File: src/hw/rtl/alt_ram.sv
module alt_ram #(
  parameter int unsigned Width = 64,
  parameter int unsigned Depth = 10
) (
  input  logic                     clk,
  input  logic                     we,
  input  logic [$clog2(Depth)-1:0] waddr,
  input  logic [Width-1:0]         wdata,
  input  logic [$clog2(Depth)-1:0] raddr,
  output logic [Width-1:0]         rdata
);
  logic [Width-1:0] mem [Depth];
  always_ff @(posedge clk) begin
    if (we) begin
      mem[waddr] <= wdata;
    end
    rdata <= mem[raddr];
  end
endmodule

File: config.mk
export PLATFORM = sky130hd
export DESIGN_NAME = alt_ram
export DESIGN_NICKNAME = d
export VERILOG_FILES = /design/src/hw/rtl/alt_ram.sv
export SDC_FILE = /design/constraint.sdc
export NUM_CORES = 1
export LEC_CHECK = 0
export BUFFER_PORTS_ARGS = -buffer_cell sky130_fd_sc_hd__buf_2
export CORE_MARGIN = 2
export CORE_UTILIZATION = 35
export CTS_BUF_LIST = sky130_fd_sc_hd__clkbuf_2
export CTS_CLUSTER_SIZE = 25
export DETAILED_ROUTE_END_ITERATION = 8
export PLACE_DENSITY = 0.55
export SETUP_SLACK_MARGIN = 0.2
export SYNTH_ARGS = -nofsm -noshare
export SYNTH_HDL_FRONTEND = slang
export SYNTH_SLANG_ARGS = --single-unit
File: constraint.sdc
create_clock -name clk -period 13.6 [get_ports clk]
set_input_delay 0 -clock clk [delete_from_list [all_inputs] [get_ports clk]]
set_output_delay 0 -clock clk [all_outputs]
set_load 0.01 [all_outputs]
# Word level (Yosys, flattened, before mapping)
# Memory sizes are Yosys's and may differ from the RTL's. A register that Yosys moved wholly into a read port is not among the register bits.
# Cells that the tools add are included.
[word_totals]
reg_bits = 0
ram_bits = 640
output_inout_bits = 64
mem_count = 1
[classes]
n_mux = 2
[memory_table]
columns = ["name", "depth", "word_bits", "rd", "rd_clocked_by_memory_dff", "write_ports", "line_no", "text"]
rows = [
  ["mem", 10, 64, 1, 1, 1, "12", "logic [Width-1:0] mem [Depth];"],
]
[ops]
columns = ["operator", "n"]
rows = [
  ["two-way mux 1 bit", 2],
]

# Depth between registers and ports, before layout
[logic_depth]
word_depth = 2
depth_mapped = 6
mapped_depth_nobuf = 3

# Worst setup path after synthesis
# Ideal clock, no wire load.
[synth_path]
path_kind = "input port to flip-flop"
startpoint = "in waddr[2]"
endpoint = "mem mem[0][0], enable pin"
setup_ns = 0.565
arrival_time_ns = 4.865
t_required_ns = 13.035
slack_ns = 8.170
cell_stages = 2
cell_sequence = "or3b_2 nor3_1"
[synth_rtl]
columns = ["element", "line_no", "text"]
rows = [
  ["start: declaration", "7", "input logic [$clog2(Depth)-1:0] waddr,"],
  ["end: declaration", "12", ""],
]
# Straight into the memory's write port.

==> summary.md <==
| Metric | Value |
|---|---|
| Status | finished clean |
| Tightest Pin Transition | 1.16 ns |
| Syn Inst Count | ~1400 |
| First-pass GRT wire length | a little over 90 mm |
| Avg Cell Area, Syn | 19.3 um^2 |
| Hold path start | wdata[12] |
| Wire per inst | between 20 and 25 um |
| Min Tclk post-route | roughly 3.3 ns |
| Worst Path Arrival | around 4.5 ns |
| Data required, critical path | 14.80 ns |
| Net Sw Frac | 0.244 |
| RSZ-0062 raised after global routing | no |
| Reg2reg setup slack | around 12 ns |
| Fillers | around 7000 |
| Nets | approximately 1900 |
| PortBufs | 137 |
| CTS Root Cell | clkbuf_2 |
| Peak supply drop | between 0.05 and 0.06 mV |
| Layout Cells excl Fill | roughly 2900 |
| Ys flop type | edfxtp_1 |
| Worst R2R End | rdata[1] |
| Synth cell types | 21 |
| Worst R2R Path Depth | 5 |
| Hold-critical path depth | 3 |
| Longest Clk Path Bufs | 3 |
| Worst Skew | around 0.051 ns |
| Hold_ws | between 0.15 and 0.2 ns |
| Setup TNS | 0 ns |
| Post-synthesis sequential area ratio | 0.772 |
| Comb power frac | 0.068 |
| Detailed Place HPWL | ~30 mm |
| Chip width | between 200 and 300 um |
| Vias per inst | 4.81 |
| RR Startpoint | mem[7][1] |
| Pint | roughly 3100 uW |
| Clk sinks | approximately 700 |
| Static Leak | between 0.01 and 0.015 uW |
| Sequential cell area | slightly above 0.02 mm^2 |
| Slew HR | 0.223 |
| # rows | between 100 and 150 |
| CP max FO | 76 |
| Synth Warn # | 0 |
| Vias | around 14000 |
| WL final | 61.3 mm |
| CTS clk-pin slew, worst paths | ~0.10 ns |
| Core area | 0.0756 mm^2 |
| Post-synth EDFFs | 640 |
| Die footprint | roughly 0.08 mm^2 |
| Biggest area consumer among synthesized cells | edfxtp_1 |
| CTS Buf Count | 178 |
| # H-tree levels | 4 |
| NetSw | approximately 1000 uW |
| Yosys top cell area share | 0.723 |
| Peak Freq | between 300 and 400 MHz |
| Kind of critical path | input pin to flip-flop |
| Clock power frac | 0.343 |
| 1st-iter DRT viols | slightly above 700 |
| Commonest cells after routing, fill and taps aside | 640 x edfxtp_1, 268 x clkbuf_2, 192 x mux2_2, 160 x dlygate4sd3_1, 135 x buf_2 |
| Gr ovfl total | 0 |
| GR Util All Layers | 0.158 |
| Sequential fraction of design power | 0.589 |
| Final hold violations | 0 |
| DRC viols | 0 |
| Hold WC Path Type | input pin to flip-flop |
| Starting Density | 0.352 |
| Synthesis-stage register bit count | between 700 and 800 |
| Top post-synthesis cells by area | edfxtp_1 72%, mux2_2 8.1%, dfxtp_1 4.8% |
| Cell Area, Synth | 0.0266 mm^2 |
| Multi-input gate area | ~0.0056 mm^2 |
| CP endpoint kind | flip-flop |
| End of the worst hold path | mem[1][12] |
| Max Cap Viol | 0 |
| Syn nets | approximately 1500 |
| IO Count | ~140 |
| Vias in the first global route | 15000 |
| Async SR Flop Fraction | 0 |
| CTS tree | done |
| PwrDens | 131 mW/mm^2 |
| Largest net degree at the start of global routing | about 160 |
| Die height | roughly 280 um |
| Area Growth Syn to Fin | 18.9% |
| Detail Route Antenna Nets | 0 |
| Placed insts | between 2000 and 2500 |
| Final Max Slew Viols | 0 |
| DR pass1 iterations | 4 |
| Tcrit/Tclk final | 0.241 |
| Tot Pwr | ~4100 uW |
| Clk_lat worst skew | between 1 and 1.5 ns |
| Type of origin of the critical path | input pin |
| Antenna violations before repair | 6 |
| Most common cell after layout, fill and taps aside | edfxtp_1 |
| Final estimated routing congestion in global placement | 0.694 |
| Setup violators final | 0 |
| Share of layout cells above drive strength 1 | 0.368 |
## power groups by stage
| stage | sequential (uW) | clock [uW] | combinational, uW |
|---|---|---|---|
| finish | 2430 | 1420 | 282 |
| global route | 2440 | 1580 | 305 |
| CTS | 2430 | 1480 | 287 |
| detailed placement | 2480 | 0 | 245 |
| global placement | 2480 | 0 | 241 |
| floorplan | 2490 | 0 | 142 |
## registers in the layout, summed over array words and instances, names as in the netlist
register	flops
mem	640
rdata	64
## how the worst max path moves through the flow
stage | cells past startpoint | start | end
2_1_floorplan | 2 | waddr[2] | mem[0][0]
3_3_place_gp | 5 | waddr[2] | mem[0][18]
3_5_place_dp | 5 | raddr[0] | rdata[62]
4_1_cts | 9 | raddr[0] | rdata[1]
5_1_grt | 9 | raddr[0] | rdata[1]
6_report | 9 | raddr[0] | rdata[1]
## critical path, cell delays in order
cell           delay, ns
dlygate4sd3_1       0.53
dlygate4sd3_1       0.62
buf_8               0.54
buf_4               0.88
mux2_2              0.42
o22ai_1             0.14
dlygate4sd3_1       0.59
o31ai_2             0.05
dlygate4sd3_1       0.56
## synth_stat cells (2+ instances only)
| master | instances |
|---|---|
| a22o_1 | 64 |
| buf_1 | 9 |
| buf_12 | 6 |
| buf_2 | 9 |
| buf_4 | 14 |
| buf_6 | 8 |
| clkbuf_1 | 29 |
| dfxtp_1 | 64 |
| edfxtp_1 | 640 |
| mux2_2 | 192 |
| mux2i_1 | 128 |
| nand2_1 | 66 |
| nand2b_1 | 3 |
| nand3b_1 | 2 |
| nor2_1 | 8 |
| nor3_1 | 3 |
| o22ai_1 | 64 |
| o31ai_2 | 64 |
## what timing repair did
item	in CTS	in global routing
hold buffers	162	0
gates resized for setup	0	0
setup buffers	0	0
endpoints found under the hold margin	1344	0
## per-layer routing
| layer | global-route usage | routed length, um | share of wire | up-vias |
|---|---|---|---|---|
| met2 | 0.268 | 30900 | 0.50 | 286 |
| met3 | 0.0435 | 2540 | 0.041 | 95 |
| li1 | - | - | - | 6506 |
| met1 | 0.195 | 26800 | 0.44 | 7222 |
| met4 | 0.0509 | 1070 | 0.017 | 6 |
| met5 | 0 | 38 | 0.00062 | - |
## kinds of logic (layout without fill, tap and decap cells)
kind of cell,count (synthesis),count (layout),synth area share
other cells,0,5,0
flops,704,704,0.772
simple gates,84,84,0.0129
compound gates,192,192,0.0663
mux,320,320,0.130
buf+inv,76,652,0.0195
## layout make-up
class,count,share of cell area
Clock buffer,268,0.0425
Timing Repair Buffer,323,0.0805
Multi-Input combinational cell,596,0.179
Tap cell,978,0.0387
Clock inverter,61,0.0103
Sequential cell,704,0.649
Antenna cell,5,0.000396
## metrics by stage
step                setup WS (ns)  utilization  cell area (um^2)
floorplan                    8.17            -             26600
global placement            11.10        0.374             28300
detailed placement          11.08        0.374             28300
CTS                         10.51        0.418             31600
global route                10.41        0.418             31600
finish                      10.32        0.418             31600
(Power assumes the default switching activity.)
