### src/hw/rtl/alt_pkg.sv
package alt_pkg;

  localparam int unsigned MaxDegreeDefault = 9;
  localparam int unsigned DegW = 4;
  localparam int unsigned ValW = 64;
  localparam int unsigned OpW = 32;
  localparam logic signed [ValW-1:0] OneQ29 = 64'sd536870912;
  localparam logic signed [ValW-1:0] SatMax = {1'b0, {(ValW-1){1'b1}}};
  localparam logic signed [ValW-1:0] SatMin = {1'b1, {(ValW-1){1'b0}}};

  typedef enum logic [3:0] {
    ST_IDLE,
    ST_FIRST,
    ST_READ,
    ST_MULQ,
    ST_MULQ2,
    ST_COMB,
    ST_DIV,
    ST_EMIT,
    ST_ROLL
  } alt_state_t;

  // saturate a magnitude with sign into 64-bit signed
  function automatic logic signed [ValW-1:0] from_mag(input logic neg,
                                                      input logic [ValW:0] mag);
    logic signed [ValW-1:0] r;
    if (!neg) begin
      r = (mag > {2'b00, {(ValW-1){1'b1}}}) ? SatMax : mag[ValW-1:0];
    end else begin
      r = (mag >= {2'b01, {(ValW-1){1'b0}}}) ? SatMin : -mag[ValW-1:0];
    end
    return r;
  endfunction

  function automatic logic [ValW-1:0] mag_of(input logic signed [ValW-1:0] v);
    return v[ValW-1] ? (~v + 1'b1) : v;
  endfunction

  // saturating multiply by a small unsigned integer (up to 31)
  function automatic logic signed [ValW-1:0] mul_small(input logic signed [ValW-1:0] v,
                                                       input logic [4:0] k);
    logic [ValW+4:0] p;
    p = mag_of(v) * k;
    return from_mag(v[ValW-1], (|p[ValW+4:ValW]) ? {1'b1, {ValW{1'b0}}} : {1'b0, p[ValW-1:0]});
  endfunction

  function automatic logic signed [ValW-1:0] sat_sub(input logic signed [ValW-1:0] a,
                                                     input logic signed [ValW-1:0] b);
    logic signed [ValW:0] d;
    d = {a[ValW-1], a} - {b[ValW-1], b};
    if (d[ValW] != d[ValW-1]) return d[ValW] ? SatMin : SatMax;
    return d[ValW-1:0];
  endfunction

endpackage

### src/hw/rtl/alt_div.sv
// signed division by a small unsigned divisor, truncating toward zero,
// one quotient bit per cycle
module alt_div import alt_pkg::*; (
  input  logic                   clk,
  input  logic                   rst,
  input  logic                   start,
  input  logic signed [ValW-1:0] dividend,
  input  logic [DegW-1:0]        divisor,
  output logic                   done,
  output logic signed [ValW-1:0] quotient
);
  localparam int unsigned CntW = $clog2(ValW);

  logic [ValW-1:0] q;
  logic [DegW:0] rem;
  logic [DegW-1:0] dv;
  logic neg;
  logic busy;
  logic [CntW-1:0] cnt;
  logic [DegW+1:0] trial;

  assign trial = {rem, q[ValW-1]} - {2'b00, dv};
  assign quotient = neg ? -q : q;

  always_ff @(posedge clk) begin
    if (rst) begin
      busy <= 1'b0;
      done <= 1'b0;
    end else begin
      done <= 1'b0;
      if (start) begin
        busy <= 1'b1;
        cnt <= '0;
        q <= mag_of(dividend);
        neg <= dividend[ValW-1];
        dv <= divisor;
        rem <= '0;
      end else if (busy) begin
        if (!trial[DegW+1]) begin
          rem <= trial[DegW:0];
          q <= {q[ValW-2:0], 1'b1};
        end else begin
          rem <= {rem[DegW-1:0], q[ValW-1]};
          q <= {q[ValW-2:0], 1'b0};
        end
        cnt <= cnt + 1'b1;
        if (cnt == CntW'(ValW - 1)) begin
          busy <= 1'b0;
          done <= 1'b1;
        end
      end
    end
  end
endmodule

### config.mk
export PLATFORM = sky130hd
export DESIGN_NAME = alt_div
export DESIGN_NICKNAME = d
export VERILOG_FILES = /design/src/hw/rtl/alt_pkg.sv /design/src/hw/rtl/alt_div.sv
export SDC_FILE = /design/constraint.sdc
export NUM_CORES = 1
export LEC_CHECK = 0
export ABC_AREA = 1
export BUFFER_PORTS_ARGS = -buffer_cell sky130_fd_sc_hd__buf_4
export CORE_MARGIN = 2
export CORE_UTILIZATION = 58
export DETAILED_ROUTE_END_ITERATION = 6
export PLACE_DENSITY = 0.81
export SETUP_SLACK_MARGIN = 0.02
export SLEW_MARGIN = 5
export SYNTH_ARGS = -nofsm -noshare
export SYNTH_HDL_FRONTEND = slang
export SYNTH_SLANG_ARGS = --single-unit
export TNS_END_PERCENT = 100
### constraint.sdc
create_clock -name clk -period 8.5 [get_ports clk]
set_input_delay 2.55 -clock clk [delete_from_list [all_inputs] [get_ports clk]]
set_output_delay 2.55 -clock clk [all_outputs]
set_load 0.01 [all_outputs]
; Yosys cells after proc, flatten, opt, wreduce, memory -nomap -nowiden
; Index checks and enable logic that the tools add are counted.
[totals]
elab_cells = 31
output_inout_bits = 65
register_bits = 82
in_bits = 71
[classes]
n_addsub = 4
mux = 12
n_reduce_logical = 4
n_eq_ne = 1
bitwise_logic = 3
[ops]
columns = cell, count
row1 = $mux 64, 4
row2 = $add 64x1->64 const B, 1
row3 = $neg 64->64, 1
row4 = $not 64->64, 1
row5 = $mux 5, 2
row6 = $add 6x1->6 const B, 1
row7 = $eq 6x6->1 const B, 1
row8 = $mux 6, 1
row9 = $sub 6x4->6, 1
row10 = $mux 1, 5
row11 = $reduce_and 2->1, 2
row12 = $reduce_or 3->1, 1
row13 = $not 1->1, 2
row14 = $reduce_bool 2->1, 1

; Longest topological paths before layout
; Gate-level depths: netlist (run 1).
[depth]
ltp_word = 4
mapped_depth = 12
depth_no_buf = 12

; Least setup slack after synthesis (run 1)
; Ideal clock, no wire load.
[synth_timing]
path_type = input to register
startpoint = in start
endpoint = reg cnt[0], enable pin
path_slack_ns = 1.184
setup_time_ns = 0.534
arrival_time_ns = 6.783
n_path_buf = 3
t_required_ns = 7.966
path_stages = 5
cell_sequence = clkbuf_1 -> inv_1 -> clkbuf_1 -> clkbuf_1 -> a21oi_1
[synth_via]
elab_chain_cells = 2
[synth_rtl]
columns = element, line
row1 = from (decl), alt_div.sv:6  ; input logic start,
row2 = $reduce_bool 2->1 (no line), --
row3 = $reduce_and 2->1 (no line), --
row4 = to (signal assigned), alt_div.sv:46  ; cnt <= cnt + 1'b1;
row5 = to (decl), alt_div.sv:19  ; logic [CntW-1:0] cnt;
; No other way between the ends.
; A chain may end at the register's enable or synchronous reset.

; Final worst setup path (run 1)
[layout_timing]
startpoint = reg neg
endpoint = out quotient[43]
[layout_via]
elab_chain_cells = 1
[layout_rtl]
columns = element, line
row1 = from (decl), alt_div.sv:17  ; logic neg;
row2 = from (signal assigned), alt_div.sv:35  ; neg <= dividend[ValW-1];
row3 = $mux 64, alt_div.sv:23  ; assign quotient = neg ? -q : q;
row4 = to (decl), alt_div.sv:10  ; output logic signed [ValW-1:0] quotient
; No other way between the ends.

==> results.py, run 1 <==
metrics = {
    "clocking": {
        "insertion_delay_ns": 0.34,
        "htreeDepth": 3,
        "post-cts-setup-buffer-count": 0,
        "clockBufferDepth": 2,
        "cts_hold_buf": 0,
        "cts-resized-gates": 0,
        "cts_tree": "done",
        "cts_buffers": 9,
        "path_clk_slew_ns": 0.07,
        "root_buffer": "clkbuf_16",
        "numClockSinks": 82,
    },
    "pwr": {
        "clkPwrFrac_pct": 31.2,
        "p_int_uw": 861,
        "combPwrFrac_pct": 28.8,
        "power_density_nw_per_um2": 138,
        "p_sw_uw": 422,
        "peakVddDrop_mv": 0.103,
        "seqPwrFrac_pct": 40.0,
        "p_sw_share_pct": 32.9,
        "p_leak_uw": 0.00411,
    },
    "global_route": {
        "grt_overflow": 0,
        "grt_pass1_wl_mm": 38.9,
        "antenna_found_initial": 0,
        "grt_pass1_vias": 7731,
        "grt_usage_pct": 34.2,
        "grt_start_max_net_pins": 75,
    },
    "synth": {
        "synth_area_um2": 7840,
        "ys_warn_count": 0,
        "ys_seq_area_share_pct": 31.1,
        "yosys.area_share.simple_pct": 43.5,
        "synth-xor-area-share_pct": 7.69,
        "synthMuxAreaShare_pct": 0,
        "syn_area_per_cell_um2": 6.36,
        "synth_top_family_by_area": "simple AND/OR/NAND/NOR gates",
        "synth_compound_area_share_pct": 8.46,
        "syn-num-nets": 1312,
        "ys_ff_latch": 82,
        "synth.distinct_cells": 39,
        "synth_fa_ha_area_share_pct": 1.37,
        "netlist_instances": 1233,
    },
    "placed_design": {
        "dp_hpwl_mm": 19.3,
        "io_buffers": 135,
        "globalplace.congestion": 0.973,
    },
    "floorplan": {
        "row_count": 42,
        "dieHeight_um": 120,
        "core-area_um2": 13200,
        "die_area_um2": 14500,
        "initial_core_util_pct": 59.2,
        "ios": 136,
        "fp.dieW_um": 120,
    },
    "cells_and_area": {
        "synthToLayoutAreaGrowth_pct": 18.5,
        "diodes": 0,
        "num-nets-final": 1430,
        "fill_cells": 1233,
        "final_common_cell": "nand2_1",
        "mostFrequentLayoutCells": "nand2_1 (381), nor2_1 (205), buf_4 (138)",
        "drive_gt1_share_pct": 14.1,
    },
    "worst_setup_path": {
        "critPathCaptureType": "output port",
        "worstPathArrival_ns": 2.58,
        "required_ns": 5.95,
        "critPathLaunchType": "flip-flop",
        "cp_max_fo": 53,
        "path_class": "flip-flop to output port",
    },
    "sta": {
        "fin_crit_ns": 5.13,
        "slew_headroom_pct": 44.1,
        "slew_viol_final": 0,
        "clock_skew_ns": 0.00676,
        "tightest_slew_ns": 0.838,
        "rsz0062_at_grt": "no",
        "setup_tns_ns": 0,
        "hold_viol": 0,
        "max_freq_mhz": 195,
        "fin_hold_ws_ns": 0.478,
        "period_share_pct": 60.4,
        "setup_viol": 0,
    },
    "drt": {
        "routed_wl_mm": 24.3,
        "drtPass1Iterations": 6,
        "vias_per_cell": 5.56,
        "dr.first_iter.drc_count": 1148,
        "drc": 0,
        "antenna_left": 0,
        "num_vias": 8524,
        "wire_per_inst_um": 15.9,
    },
    "status": {
        "status": "finished, final reports clean",
    },
    "flow_run": {
        "drv_cap": 0,
    },
    "hold_path": {
        "hold_class": "flip-flop to flip-flop",
    },
}
==> area by class of cell <==
cell class	count	area (um2)	share of cell area (%)
repair buffers	138	1040	11.2
well taps	176	220	2.37
inverters	129	484	5.21
flip-flops and latches	82	2440	26.3
clock buffers	9	225	2.42
clock inverters	7	85.1	0.916
multi-input cells	991	4800	51.6
==> worst paths after layout <==
kind | cells past startpoint | startpoint | to | slack, ns
max reg2reg | 9 | q[63]$_DFFE_PP_ | rem[4]$_SDFFCE_PP0P_ | 6.37
min reg2reg | 2 | busy$_SDFF_PP0_ | busy$_SDFF_PP0_ | 0.48
max | 8 | neg$_DFFE_PP_ | quotient[43] | 3.37
min | 2 | busy$_SDFF_PP0_ | busy$_SDFF_PP0_ | 0.48
==> power groups by stage <==
stage / clock network (uW) / registers (uW) / logic, uW
after floorplan: 0 / 512 / 216
after global placement: 0 / 520 / 356
after detailed placement: 0 / 520 / 363
after CTS: 403 / 511 / 366
after global routing: 420 / 516 / 409
final: 400 / 512 / 370
==> synth_stat cells <==
| cell | count | area (um2) |
|---|---|---|
| nand2_4 | 2 | 22.5 |
| o22ai_1 | 1 | 6.26 |
| a21oi_1 | 21 | 105 |
| nand4_1 | 44 | 275 |
| nand2_1 | 381 | 1430 |
| dfxtp_1 | 2 | 40.0 |
| buf_1 | 6 | 22.5 |
| nand3_2 | 1 | 10.0 |
| nand3_1 | 124 | 621 |
| or2_2 | 1 | 6.26 |
| nand3b_1 | 10 | 75.1 |
| nor2_2 | 4 | 25.0 |
| a31oi_1 | 1 | 6.26 |
| xor2_2 | 1 | 16.3 |
| o21ai_2 | 6 | 52.6 |
| nor4_1 | 2 | 12.5 |
| o21ai_4 | 2 | 32.5 |
| nor2_1 | 205 | 769 |
| o211ai_1 | 1 | 7.51 |
| inv_2 | 3 | 11.3 |
| o21ai_0 | 85 | 425 |
| and2b_4 | 1 | 10.0 |
| edfxtp_1 | 80 | 2400 |
| clkinv_1 | 1 | 3.75 |
| buf_2 | 7 | 35.0 |
| inv_1 | 125 | 469 |
| o31ai_1 | 1 | 7.51 |
| ha_1 | 7 | 87.6 |
| nand4_4 | 1 | 21.3 |
| clkbuf_1 | 17 | 63.8 |
| nand2_2 | 7 | 43.8 |
| buf_4 | 1 | 7.51 |
| and2_1 | 2 | 12.5 |
| o21ai_1 | 4 | 20.0 |
| nor3_1 | 2 | 10.0 |
| xor2_1 | 56 | 490 |
| xnor2_1 | 11 | 96.3 |
| nor2_4 | 6 | 67.6 |
| fa_1 | 1 | 20.0 |
==> logic make-up (layout without fill, tap and decap cells) <==
logic type | count (synthesis) | after routing
AND/OR/NAND/NOR | 793 | 793
buffers and inverters | 160 | 283
AO/OA/AOI/OAI | 122 | 122
flip-flops | 82 | 82
XOR/XNOR | 68 | 68
adder cells (fa/ha/maj) | 8 | 8
==> layer usage <==
layer / wire (um) / vias up / global-route usage (%)
li1: - / 4266 / -
met1: 10700 / 3779 / 50.4
met2: 10500 / 431 / 51.6
met3: 2450 / 48 / 5.42
met4: 675 / 0 / 10.8
met5: 0 / - / 0
==> worst max-delay path, cell delays in order, from the launching register on <==
cell and delay (ns):
edfxtp_1 0.34, buf_4 0.47, clkinv_1 0.61, a21oi_1 0.27, and2b_4 0.24, nand2_1 0.06, nand2_1 0.05, nand2_1 0.07
buf_4 0.12
==> through the flow <==
| stage | total power [uW] | instances | worst slack [ns] | cell area (um2) | utilization [%] |
|---|---|---|---|---|---|
| 5_1_grt | 1340 | 1532 | 3.18 | 9290 | 70.2 |
| 2_1_floorplan | 728 | 1233 | 1.18 | 7840 | - |
| 6_report | 1280 | 1532 | 3.37 | 9290 | 70.2 |
| 4_1_cts | 1280 | 1532 | 3.42 | 9290 | 70.2 |
| 3_3_place_gp | 876 | 1516 | 3.83 | 8980 | 67.8 |
| 3_5_place_dp | 883 | 1516 | 3.80 | 8980 | 67.8 |
==> registers in the layout, summed over array words and instances (netlist names) <==
signal	count
cnt	6
q	64
busy	1
neg	1
rem	5
dv	4
done	1
(Power assumes the default switching activity.)
==> run 2: changes to the inputs <==
Clock period 8.5 ns to 5.1 ns, I/O delays scaled along.
==> run 2 against run 1 <==
  * Sequential share of layout area fell by 0.085 points
  * Global-route usage rose by 0.28 points
  * Flip-flop and latch count did not move
  * Combinational power rose by 68%
  * Worst setup slack got worse by 2.1 ns
  * Cell count barely moved
  * Cell area rose by 0.32%
  * Total power rose by 72%
  * Non-clock buffer count rose by 1
  * Utilization rose by 0.23 points
  * Sequential power rose by 67%
  * Highest routed layer unchanged
==> results.py, run 2 (synthesis gave the netlist of run 1 again) <==
metrics = {
    "status": {
        "status": "finished, final reports clean",
    },
    "flow_run": {
        "drv_cap": 0,
    },
    "sta": {
        "hold_viol": 0,
        "setup_viol": 0,
        "tightest_slew_ns": 0.973,
        "clock_skew_ns": 0.0108,
        "slew_headroom_pct": 35.1,
        "rsz0062_at_grt": "no",
        "fin_hold_ws_ns": 0.502,
        "max_freq_mhz": 262,
        "fin_crit_ns": 3.81,
        "period_share_pct": 74.7,
        "slew_viol_final": 0,
        "setup_tns_ns": 0,
    },
    "clocking": {
        "htreeDepth": 3,
        "cts_buffers": 9,
        "path_clk_slew_ns": 0.07,
        "insertion_delay_ns": 0.34,
        "cts-resized-gates": 0,
        "numClockSinks": 82,
        "clockBufferDepth": 2,
        "cts_hold_buf": 0,
        "root_buffer": "clkbuf_16",
        "cts_tree": "done",
        "post-cts-setup-buffer-count": 0,
    },
    "worst_setup_path": {
        "critPathCaptureType": "output port",
        "crit_cells": 9,
        "cp_max_fo": 10,
        "reg2reg_slack_ns": 2.99,
        "max_stage_delay_ns": 0.41,
        "required_ns": 3.57,
        "critPathLaunchType": "flip-flop",
        "crit_buf_inv": 2,
        "path_delay_family": "simple AND/OR/NAND/NOR gates",
        "endpoint": "quotient[40]",
        "path_class": "flip-flop to output port",
        "cpMaxStageDelayCell": "edfxtp_1",
        "r2r_start": "q[63]$_DFFE_PP_",
        "cp_cell_sequence": "inv_1, ha_1, nand4_4, nor2_4, nand2_4, o21ai_4, nand2_1, xor2_1, buf_4",
        "cp-startpoint": "q[0]$_DFFE_PP_",
        "r2r_end": "rem[3]$_SDFFCE_PP0P_",
        "reg2reg_depth": 11,
        "worstPathArrival_ns": 2.28,
    },
    "cells_and_area": {
        "largest_register_ffs": 64,
        "synthToLayoutAreaGrowth_pct": 18.9,
        "diodes": 0,
        "num-nets-final": 1431,
        "largest_register": "q",
        "utilization_pct": 70.4,
        "mostFrequentLayoutCells": "nand2_1 (381), nor2_1 (205), buf_4 (139)",
        "final_common_cell": "nand2_1",
        "drive_gt1_share_pct": 14.1,
        "top_regs": "q: 64 flops, cnt: 6 flops, rem: 5 flops",
    },
    "placed_design": {
        "io_buffers": 135,
        "dp_hpwl_mm": 19.8,
        "globalplace.congestion": 0.993,
    },
    "global_route": {
        "antenna_found_initial": 0,
        "use_met2_pct": 51.2,
        "grt.busiest_layer": "met2",
        "grt_overflow": 0,
        "grt_usage_pct": 34.4,
        "grt_pass1_wl_mm": 39.0,
        "grt_pass1_vias": 7780,
        "grt_start_max_net_pins": 76,
        "met1_usage_pct": 50.9,
        "grtUsageMet3_pct": 5.38,
    },
    "drt": {
        "antenna_left": 0,
        "num_vias": 8795,
        "wire_per_inst_um": 16.3,
        "dr.first_iter.drc_count": 1130,
        "drc": 0,
        "routed_wl_mm": 24.9,
        "drtPass1Iterations": 6,
        "vias_per_cell": 5.74,
    },
    "pwr": {
        "p_leak_uw": 0.00413,
        "peakVddDrop_mv": 0.170,
        "power_density_nw_per_um2": 236,
    },
    "hold_path": {
        "hold_path_depth": 2,
        "hold_class": "flip-flop to flip-flop",
    },
    "floorplan": {
        "row_count": 42,
        "ios": 136,
        "fp.dieW_um": 120,
        "initial_core_util_pct": 59.2,
        "die_area_um2": 14500,
        "core-area_um2": 13200,
        "dieHeight_um": 120,
    },
}
## run 2: cell count changes in the layout (fill, tap and decap cells not counted), sizes merged
cell | before | now
clkinvlp | 2 | 1
inv | 131 | 132
bufinv | 1 | 2
clkinv | 2 | 1
buf | 138 | 139
## run 2: layout make-up
class,count,area [um2]
clock buffer,9,225
clock inverter,7,108
fill,1215,3920
inverter,129,484
multi-input combinational,991,4800
sequential,82,2440
tap,176,220
timing repair buffer,139,1040
## run 2: worst min path at each step
stage	from	to	slack, ns
2_1_floorplan	busy$_SDFF_PP0_	busy$_SDFF_PP0_	0.44
3_3_place_gp	busy$_SDFF_PP0_	busy$_SDFF_PP0_	0.46
3_5_place_dp	busy$_SDFF_PP0_	busy$_SDFF_PP0_	0.49
4_1_cts	busy$_SDFF_PP0_	busy$_SDFF_PP0_	0.50
5_1_grt	busy$_SDFF_PP0_	busy$_SDFF_PP0_	0.52
6_report	busy$_SDFF_PP0_	busy$_SDFF_PP0_	0.50
## run 2: routing by layer
layer / wire length [um] / vias to the layer above
li1: - / 4271
met1: 10700 / 3919
met2: 10700 / 550
met3: 2820 / 55
met4: 756 / 0
met5: 0 / -
## run 2: tightest hold or removal path: cells and delay by family (launching register included)
| kind | cells | cell delay, ns |
|---|---|---|
| AOI/OAI and AO/OA | 2 | 0.14 |
| DFF | 1 | 0.32 |
## run 2: per-stage QoR
step | area, um2 | power (uW) | instances | worst slack, ns
after global routing | 9320 | 2300 | 1533 | 1.11
after floorplan | 7850 | 1210 | 1233 | 0.277
after CTS | 9320 | 2190 | 1533 | 1.28
after detailed placement | 8990 | 1480 | 1517 | 1.65
final | 9320 | 2200 | 1533 | 1.29
after global placement | 8990 | 1470 | 1517 | 1.72
## run 2: report_power, final
group / internal, uW / leakage (uW) / switching, uW
clock network: 439 / 0.000160 / 285
registers: 808 / 0.000787 / 48.7
logic: 239 / 0.00318 / 382
==> run 3: changes to the inputs <==
Settings changed: ABC_AREA 1 to 0, CORE_UTILIZATION 58 to 51, PLACE_DENSITY 0.81 to 0.77.
Clock period 5.1 ns to 3.1 ns, I/O delays scaled along.
==> run 3 against run 2 <==
  * The flow now finishes with violations (setup timing)
  * Sequential power up 61%
  * Worst setup slack worse by 2.0 ns
  * Die area down 6.9%
==> results.py, run 3 <==
metrics = {
    "global_route": {
        "grt_pass1_wl_mm": 32.4,
        "antenna_found_initial": 0,
        "grt_usage_pct": 31.0,
        "grt_pass1_vias": 6662,
        "grt_start_max_net_pins": 115,
        "grt_overflow": 0,
    },
    "placed_design": {
        "io_buffers": 135,
        "dp_hpwl_mm": 15.1,
        "globalplace.congestion": 0.929,
        "placed_area_um2": 8790,
    },
    "synth": {
        "synth_largest_area_cell": "edfxtp_1",
        "ys_seq_area_share_pct": 38.1,
        "yosysMostFrequentCell": "nor2_1",
        "synth_top_family_by_area": "simple AND/OR/NAND/NOR gates",
        "synth-edff-count": 80,
        "netlist_instances": 703,
        "synthTopCellsByCount": "nor2_1 (89), edfxtp_1 (80), xnor2_1 (67)",
        "synth_fa_ha_area_share_pct": 1.68,
        "synthTopCellsByArea": "edfxtp_1 (38%), xnor2_1 (9.2%), xor2_1 (8.2%)",
        "synthFlopType": "edfxtp_1",
        "synth_compound_area_share_pct": 18.3,
        "synth.distinct_cells": 43,
        "syn_area_per_cell_um2": 9.11,
        "synth-xor-area-share_pct": 17.4,
        "synthArstFlopShare_pct": 0,
        "ys_warn_count": 0,
        "syn-num-nets": 782,
        "synth_area_um2": 6400,
        "ys_ff_latch": 82,
        "synthMuxAreaShare_pct": 0.313,
        "synth_top_area_share_pct": 37.5,
        "yosys.area_share.simple_pct": 21.2,
    },
    "cells_and_area": {
        "mostFrequentLayoutCells": "buf_4 (282), nor2_1 (86), edfxtp_1 (80)",
        "utilization_pct": 80.4,
        "fin_area_um2": 9740,
        "ff_latch_area_um2": 2440,
        "num-nets-final": 1055,
        "multiInputGateArea_um2": 4400,
        "fill_cells": 760,
        "final_common_cell": "buf_4",
        "synthToLayoutAreaGrowth_pct": 52.1,
        "largest_register": "q",
        "drive_gt1_share_pct": 42.7,
        "top_regs": "q: 64 flops, cnt: 6 flops, rem: 5 flops",
        "diodes": 0,
        "largest_register_ffs": 64,
    },
    "hold_path": {
        "hold_class": "flip-flop to flip-flop",
    },
    "status": {
        "status": "finished, violations left",
        "violations": "setup timing",
    },
    "drt": {
        "num_vias": 6910,
        "dr.first_iter.drc_count": 628,
        "antenna_left": 0,
        "wire_per_inst_um": 19.0,
        "drtPass1Iterations": 5,
        "drc": 0,
        "routed_wl_mm": 21.9,
        "vias_per_cell": 6.01,
    },
    "worst_setup_path": {
        "cpMaxStageDelayCell": "or4_4",
        "critPathCaptureType": "output port",
        "required_ns": 2.17,
        "cp_cell_sequence": "or3_4, or4_4, nor4_4, buf_4, buf_6, nand4_4, o31ai_4, xnor2_1, buf_4",
        "path_class": "flip-flop to output port",
        "cp_max_fo": 5,
        "critPathLaunchType": "flip-flop",
        "path_common_cell": "buf_4",
        "reg2reg_slack_ns": 0.64,
        "worstPathArrival_ns": 2.84,
        "max_stage_delay_ns": 0.48,
    },
    "sta": {
        "hold_viol": 0,
        "period_share_pct": 122,
        "slew_headroom_pct": 52.1,
        "clock_skew_ns": 0.00647,
        "rsz0062_at_grt": "yes",
        "setup_tns_ns": -26.87,
        "fin_hold_ws_ns": 0.500,
        "max_freq_mhz": 265,
        "slew_viol_final": 0,
        "fin_crit_ns": 3.77,
        "finalWorstSetupSlack_ns": -0.672,
        "setup_viol": 48,
        "tightest_slew_ns": 0.718,
    },
    "pwr": {
        "p_leak_uw": 0.00386,
        "power_density_nw_per_um2": 375,
        "finalPower_uw": 3650,
        "peakVddDrop_mv": 0.272,
    },
    "clocking": {
        "numClockSinks": 82,
        "insertion_delay_ns": 0.35,
        "cts_buffers": 9,
        "cts_hold_buf": 0,
        "path_clk_slew_ns": 0.06,
        "htreeDepth": 3,
        "root_buffer": "clkbuf_16",
        "cts_tree": "done",
        "clockBufferDepth": 2,
    },
    "floorplan": {
        "initial_core_util_pct": 52.9,
        "ios": 136,
        "fp.dieW_um": 116,
        "row_count": 40,
        "core-area_um2": 12100,
        "die_area_um2": 13500,
        "dieHeight_um": 116,
    },
    "flow_run": {
        "drv_cap": 0,
    },
}
## run 3: critical path: cells and delay by family (launching register included)
family / cells / cell delay (ns)
flip-flops: 1 / 0.38
AO/OA/AOI/OAI: 1 / 0.24
AND/OR/NAND/NOR: 4 / 1.28
XOR/XNOR: 1 / 0.15
buffers and inverters: 3 / 0.44
## run 3: path summary, 6_finish.rpt
check,endpoint,cells past startpoint,start
max,quotient[40],9,q[12]$_DFFE_PP_
min,done$_SDFF_PP0_,1,busy$_SDFF_PP0_
max reg2reg,rem[2]$_SDFFCE_PP0P_,7,rem[0]$_SDFFCE_PP0P_
min reg2reg,done$_SDFF_PP0_,1,busy$_SDFF_PP0_
## run 3: what timing repair did
action                     4_1_cts  5_1_grt
pin swaps                       12       18
setup buffers                    4        5
resized for setup               76       33
setup endpoints to repair       53       60
## run 3: logic make-up after synthesis
kind of cell | count (synthesis)
DFF | 82
muxes | 2
adders and majority gates | 8
AOI/OAI and AO/OA | 184
and+or+nand+nor | 252
xor gates and xnor gates | 127
buffers and inverters | 48
## run 3: area by class of cell
cell class	count	area share [%]
multi-input cells	573	45.2
flip-flops and latches	82	25.1
repair buffers	298	23.9
clock buffers	9	2.31
well taps	168	2.16
clock inverters	7	0.951
inverters	12	0.463
## run 3: power by group
part	internal, uW	switching (uW)
Combinational	540	578
Clock	705	452
Sequential	1330	54.0
Total	2570	1080
## run 3: metrics by stage
stage                     cells  setup WS, ns
final                      1149        -0.672
after global routing       1149        -0.745
after CTS                  1144        -0.686
after detailed placement   1124        -0.355
after global placement     1124        -0.282
after floorplan             703        -0.225
## run 3: per-layer routing
metal,part of all wire [%],track usage [%],up-vias
li1,-,-,3142
met1,39,38.8,3288
met2,50,53.5,397
met3,7.2,4.45,83
met4,3.9,13.7,0
met5,0,0,-
